File: src/rtl/core/slid_pkg.sv
`timescale 1ns / 1ps
`default_nettype none

package slid_pkg;

   localparam int DefaultDepth = 16;
   localparam int ValueWidth   = 32;
   localparam int CountWidth   = 5;

   typedef enum logic [1:0] {
      STATUS_INSERTED  = 2'd0,
      STATUS_FULL      = 2'd1,
      STATUS_DELETED   = 2'd2,
      STATUS_NOT_FOUND = 2'd3
   } status_type;

   // control broadcast from the top level to every cell
   typedef struct packed {
      logic                         capture;
      logic                         ins;
      logic                         del;
      logic signed [ValueWidth-1:0] cmp_value;
      logic signed [ValueWidth-1:0] ins_value;
   } slid_ctl_type;

endpackage

`default_nettype wire

File: src/rtl/core/slid_cell.sv
`timescale 1ns / 1ps
`default_nettype none

module slid_cell
   import slid_pkg::*;
(
   input  wire logic                         clock,
   input  wire slid_ctl_type                 ctl,
   input  wire logic                         occupied,
   input  wire logic                         left_le,
   input  wire logic signed [ValueWidth-1:0] left_value,
   input  wire logic signed [ValueWidth-1:0] right_value,
   output logic                              le,
   output logic                              eq,
   output logic signed [ValueWidth-1:0]      value
);

   logic signed [ValueWidth-1:0] value_ff, value_in;
   logic le_ff, le_in;
   logic lt_ff, lt_in;
   logic eq_ff, eq_in;

   always_comb begin
      le_in    = le_ff;
      lt_in    = lt_ff;
      eq_in    = eq_ff;
      value_in = value_ff;
      if (ctl.capture) begin
         le_in = occupied && (value_ff <= ctl.cmp_value);
         lt_in = occupied && (value_ff < ctl.cmp_value);
         eq_in = occupied && (value_ff == ctl.cmp_value);
      end
      if (ctl.ins && !le_ff) begin
         // first cell above the new value takes it, the rest move up one
         value_in = left_le ? ctl.ins_value : left_value;
      end else if (ctl.del && !lt_ff) begin
         value_in = right_value;
      end
   end

   always_ff @(posedge clock) begin
      le_ff    <= le_in;
      lt_ff    <= lt_in;
      eq_ff    <= eq_in;
      value_ff <= value_in;
   end

   assign le    = le_ff;
   assign eq    = eq_ff;
   assign value = value_ff;

endmodule

`default_nettype wire

File: src/rtl/core/sorted_list_insert_delete.sv
`timescale 1ns / 1ps
`default_nettype none

// Sorted multiset of signed 32-bit values, up to DEPTH entries, kept in a
// row of cells in ascending order.
// Request channel: req_kind (0 insert, 1 delete first equal) and req_value
// are taken at a rising edge with req_start high and busy low.
// Each transaction gives one response: rsp_strobe is high for one cycle with
// rsp_status, rsp_count, rsp_smallest and rsp_smallest_valid.
// rsp_strobe is registered: busy rises at the accept edge, rsp_strobe at the
// edge that ends the busy cycle, and no request is taken while busy is high.
// In the accept cycle every cell compares its entry with req_value; in the
// next cycle (busy high) the cells from the slot up shift at once from their
// neighbors, steered by the registered flags and by full or the OR of all equal flags.
// A new request may be accepted in the cycle the response is shown.
// The receiver cannot stall: a response is presented once and not held.
// Reset clears the entry count and any pending transaction; entry contents
// are not cleared and are never read before being written.
module sorted_list_insert_delete
   import slid_pkg::*;
#(
   parameter int DEPTH = DefaultDepth
) (
   input  wire logic                         clock,
   input  wire logic                         reset,
   input  wire logic                         req_start,
   output logic                              busy,
   input  wire logic                         req_kind,
   input  wire logic signed [ValueWidth-1:0] req_value,
   output logic                              rsp_strobe,
   output logic [1:0]                        rsp_status,
   output logic [CountWidth-1:0]             rsp_count,
   output logic signed [ValueWidth-1:0]      rsp_smallest,
   output logic                              rsp_smallest_valid
);

   localparam int CW = $clog2(DEPTH + 1);

   logic                         phase_ff, phase_in;
   logic                         kind_ff, kind_in;
   logic signed [ValueWidth-1:0] op_value_ff, op_value_in;
   logic [CW-1:0]                count_ff, count_in;
   logic                         strobe_ff, strobe_in;
   status_type                   status_ff, status_in;

   logic                         accept;
   logic                         full;
   logic                         found;
   slid_ctl_type                 ctl;
   logic [DEPTH-1:0]             le_vec;
   logic [DEPTH-1:0]             eq_vec;
   logic signed [ValueWidth-1:0] cell_value [DEPTH];

   assign accept = req_start && !phase_ff;
   assign full   = (count_ff == CW'(DEPTH));
   assign found  = |eq_vec;

   always_comb begin
      ctl.capture   = accept;
      ctl.ins       = phase_ff && !kind_ff && !full;
      ctl.del       = phase_ff && kind_ff && found;
      ctl.cmp_value = req_value;
      ctl.ins_value = op_value_ff;
   end

   for (genvar i = 0; i < DEPTH; i++) begin : g_cell
      logic                         left_le;
      logic signed [ValueWidth-1:0] left_value;
      logic signed [ValueWidth-1:0] right_value;

      if (i == 0) begin : g_first
         assign left_le    = 1'b1;
         assign left_value = op_value_ff;
      end else begin : g_inner
         assign left_le    = le_vec[i-1];
         assign left_value = cell_value[i-1];
      end

      if (i == DEPTH - 1) begin : g_last
         assign right_value = cell_value[i];
      end else begin : g_body
         assign right_value = cell_value[i+1];
      end

      slid_cell u_cell (
         .clock       (clock),
         .ctl         (ctl),
         .occupied    (CW'(i) < count_ff),
         .left_le     (left_le),
         .left_value  (left_value),
         .right_value (right_value),
         .le          (le_vec[i]),
         .eq          (eq_vec[i]),
         .value       (cell_value[i])
      );
   end

   always_comb begin
      phase_in    = phase_ff;
      kind_in     = kind_ff;
      op_value_in = op_value_ff;
      count_in    = count_ff;
      strobe_in   = 1'b0;
      status_in   = status_ff;
      if (accept) begin
         phase_in    = 1'b1;
         kind_in     = req_kind;
         op_value_in = req_value;
      end
      if (phase_ff) begin
         phase_in  = 1'b0;
         strobe_in = 1'b1;
         if (!kind_ff) begin
            if (full) begin
               status_in = STATUS_FULL;
            end else begin
               status_in = STATUS_INSERTED;
               count_in  = count_ff + CW'(1);
            end
         end else begin
            if (found) begin
               status_in = STATUS_DELETED;
               count_in  = count_ff - CW'(1);
            end else begin
               status_in = STATUS_NOT_FOUND;
            end
         end
      end
   end

   always_ff @(posedge clock) begin
      if (reset) begin
         phase_ff  <= 1'b0;
         count_ff  <= '0;
         strobe_ff <= 1'b0;
         status_ff <= STATUS_INSERTED;
      end else begin
         phase_ff  <= phase_in;
         count_ff  <= count_in;
         strobe_ff <= strobe_in;
         status_ff <= status_in;
      end
   end

   always_ff @(posedge clock) begin
      kind_ff     <= kind_in;
      op_value_ff <= op_value_in;
   end

   assign busy               = phase_ff;
   assign rsp_strobe         = strobe_ff;
   assign rsp_status         = status_ff;
   assign rsp_count          = CountWidth'(count_ff);
   assign rsp_smallest_valid = (count_ff != '0);
   assign rsp_smallest       = rsp_smallest_valid ? cell_value[0] : '0;

endmodule

`default_nettype wire

File: config.mk
export PLATFORM = sky130hd
export DESIGN_NAME = sorted_list_insert_delete
export DESIGN_NICKNAME = d
export VERILOG_FILES = /design/src/rtl/core/slid_pkg.sv /design/src/rtl/core/slid_cell.sv /design/src/rtl/core/sorted_list_insert_delete.sv
export SDC_FILE = /design/constraint.sdc
export NUM_CORES = 2
export LEC_CHECK = 0
export ABC_AREA = 1
export BUFFER_PORTS_ARGS = -buffer_cell sky130_fd_sc_hd__buf_4
export CORE_MARGIN = 5
export CORE_UTILIZATION = 55
export CTS_BUF_LIST = sky130_fd_sc_hd__clkbuf_8
export CTS_CLUSTER_DIAMETER = 30
export DETAILED_ROUTE_END_ITERATION = 8
export GPL_TIMING_DRIVEN = 0
export PLACE_DENSITY = 0.82
export REMOVE_ABC_BUFFERS = 1
export SLEW_MARGIN = 20
export SYNTH_ARGS = -nofsm -noshare
export SYNTH_HDL_FRONTEND = slang
export SYNTH_SLANG_ARGS = --single-unit
File: constraint.sdc
create_clock -name clock -period 7.1 [get_ports clock]
set_input_delay 2.13 -clock clock [delete_from_list [all_inputs] [get_ports clock]]
set_output_delay 2.13 -clock clock [all_outputs]
set_load 0.05 [all_outputs]
==> results.toml <==
[run_status]
status = "complete, no violations"

[floorplan]
pin_count = 78
fp.dieW_um = 282.4
core_region_area_sq_um = 74070
initial_core_util_pct = 55.11
die_area_sq_um = 79780
fp.dieH_um = 282.4
rows = 100

[cells_and_area]
finalNonFillerCells = 5973
nFillCells = 6049
layout_commonest_cell = "nand2_1"
syn_to_final_growth_pct = 12.27
register_area_sq_um = 17960
final_cell_area_sq_um = 45840
final_nets = 5443
drive_above_1_share_pct = 7.496
multi_input_area_sq_um = 20660
mostFrequentLayoutCells = "nand2_1, o21ai_0, edfxtp_1, ha_1, inv_1"

[setup_path]
path_max_fanout = 23
slowest_delay_ns = 0.56
required_ns = 4.97
cp.arrival_ns = 2.75
worstReg2RegEnd = "g_cell[1].u_cell.value[9]$_DFFE_PP_"
startpoint_type = "register"
worstPathCellList = "inv_1 > ha_1 > inv_1 > nor2_1 > nand2_1 > nor2_4 > buf_16 > nor2_1 > buf_4"
startpoint = "rsp_count[0]$_SDFFE_PP0P_"
rrSetupSlack_ns = 3.15
worstSetupPathType = "reg2out"
cp_slowest_cell = "dfxtp_1"
crit_path_end_kind = "primary output"
reg2regPathDepth = 6
r2r_start = "rsp_count[4]$_SDFFE_PP0P_"

[global_route]
grt_pass1_vias = 32530
met2_usage_pct = 43.25
grt_max_degree = 65
overflow = 0
met3_usage_pct = 3.879
grt_pass1_wl_um = 165200
grt_most_used_layer = "met2"
grtUsageTotal_pct = 25.46
use_met1_pct = 33.10
antenna_found_initial = 1

[clock_network]
cts_max_level = 4
ctsHoldBuffers = 0
cts-root-buf = "clkbuf_8"
ctsResizeCount = 0
cts_buffers = 139
cts_tree = "built"
cts_setup_buffers = 0
clk_path_buf_depth = 3
clkSinkCount = 601
clock_latency_ns = 0.79
clk_pin_slew_ns = 0.06

[worst_hold_path]
min_path_type = "reg2reg"
holdPathStages = 2
worstHoldStart = "g_cell[0].left_value[25]$_DFFE_PP_"
hold_end = "g_cell[15].u_cell.value[25]$_DFFE_PP_"

[pwr]
p_seq_share_pct = 42.0
power_switching_mw = 2.892
peakVddDrop_uv = 192.8
intPower_mw = 7.238
clkPwrFrac_pct = 42.9
leakage_nw = 20.27
p_total_mw = 10.13
switching_share_pct = 28.55
combPwrFrac_pct = 15.2
powerDensity_nw_per_um2 = 221.0

[synth]
post_synth_fa_ha_maj_area_fraction_pct = 15.78
ys_warn_count = 0
syn_inst = 4858
synthXorXnorAreaFrac_pct = 0.02145
syn_avg_cell_area_sq_um = 8.403
yosys_register_bits = 601
yosys.area_share.simple_pct = 17.52
synth.distinct_cells = 33
synth_top_family_by_area = "simple AND/OR/NAND/NOR gates"
mappedNetlistArea_sq_um = 40820
muxShareOfSynthArea_pct = 0
seq_area_frac_synth_pct = 43.99
synth_compound_area_share_pct = 16.80

[place]
pre_cts_ws_ns = 2.203
place.gp.congestion = 0.9285
hpwl_um = 79440
port_buffers = 77
dpl.cell_count = 5719
post_dp_cell_area_sq_um = 42800

[drt]
wl_per_cell_um = 17.47
drt-initial-drc-count = 3078
routed_wl_um = 104300
num_vias = 34290
first_pass_iters = 6
vias_per_cell = 5.741
detail-route-antenna-nets = 0
drc_errors = 0

[timing]
finalHoldViolations = 0
slew_viol_final = 0
rsz0062_at_grt = "false"
fin_crit_ns = 4.882
max_freq_ghz = 0.2048
post-route-period-util_pct = 68.77
tightest_slew_ns = 1.112
setup_viol = 0
skew_ns = 0.03734
final.setup.worst_slack_ns = 2.218
fin_setup_tns_ns = 0
maxSlewHeadroom_pct = 25.09

[run]
cap_violations = 0
[final cells by class]
cell class / count / area share (%)
flip-flops and latches: 601 / 39.18
inverters: 362 / 2.965
clock buffers: 145 / 4.354
well taps: 969 / 2.645
repair buffers: 130 / 3.565
clock inverters: 107 / 2.206
multi-input cells: 3658 / 45.08
diodes: 1 / 0.005460
[power groups by stage]
stage / combinational, mW / clock (mW) / sequential [mW]
after floorplan: 0.953 / 0 / 4.34
after CTS: 1.53 / 4.38 / 4.25
after detailed placement: 1.51 / 0 / 4.31
after global routing: 1.74 / 4.56 / 4.26
after global placement: 1.26 / 0 / 4.40
final: 1.54 / 4.34 / 4.25
[worst max path at each step]
stage | endpoint | slack [ns]
floorplan | g_cell[0].left_value[0]$_DFFE_PP_ | 1.04
global placement | g_cell[0].left_value[19]$_DFFE_PP_ | -0.87
detailed placement | g_cell[12].u_cell.le$_DFFE_PP_ | 2.20
CTS | rsp_smallest[13] | 2.20
global route | rsp_smallest[4] | 2.03
finish | rsp_smallest[13] | 2.22
[critical path: cells and delay by family, from the launching register on]
kind                       cells  cell delay [ns]
DFF                            1             0.56
and+or+nand+nor                4             0.48
adders and majority gates      1             0.23
buffers and inverters          4             0.67
[registers in the layout, indices dropped and copies added (netlist names)]
register             flops
g_cell.u_cell.value    512
rsp_count                5
kind_ff                  1
busy                     1
g_cell.u_cell.le        16
g_cell.u_cell.lt_ff     15
rsp_strobe               1
g_cell.left_value       32
g_cell.u_cell.eq        16
rsp_status               2
[per-layer routing]
layer	vias to the layer above	wire, um
met4	0	3551
met1	15820	44050
met5	-	0
met3	229	7102
li1	16930	-
met2	1309	49630
[Yosys cell counts]
cell type | count | area [sq um]
ha_1 | 515 | 6444
o21a_1 | 32 | 240.2
o211ai_1 | 44 | 330.3
a41oi_1 | 1 | 8.760
nand3_1 | 74 | 370.4
clkbuf_1 | 146 | 548.0
buf_1 | 20 | 75.07
nand2_4 | 1 | 11.26
a21o_1 | 11 | 82.58
xnor2_1 | 1 | 8.760
edfxtp_1 | 592 | 17780
o21ai_0 | 927 | 4639
a21oi_1 | 232 | 1161
buf_2 | 45 | 225.2
clkbuf_2 | 3 | 15.01
or2_1 | 1 | 6.260
a21boi_0 | 7 | 52.55
nor2_4 | 7 | 78.83
o21ai_4 | 1 | 16.27
and3_1 | 7 | 43.79
buf_6 | 2 | 22.52
dfxtp_1 | 9 | 180.2
o21ai_1 | 63 | 315.3
inv_1 | 349 | 1310
nor2_1 | 188 | 705.7
buf_4 | 21 | 157.7
nor2_2 | 1 | 6.260
nor3_1 | 9 | 45.04
nor4_1 | 16 | 100.1
o22ai_1 | 2 | 12.51
nand2_1 | 1483 | 5567
inv_2 | 13 | 48.80
nand4_1 | 35 | 219.0
[kinds of logic after synthesis]
logic type	after synthesis
and+or+nand+nor	1822
xor gates and xnor gates	1
buffers and inverters	599
DFF	601
AOI/OAI and AO/OA	1320
adders and majority gates	515
[per-stage QoR]
stage,utilization [%],hold slack (ns)
global placement,56.12,0.5112
global route,61.88,0.5833
detailed placement,57.78,0.5308
CTS,61.84,0.5498
finish,61.88,0.5520
floorplan,-,0.5171
No activity file was read; power rests on OpenSTA's default activity.
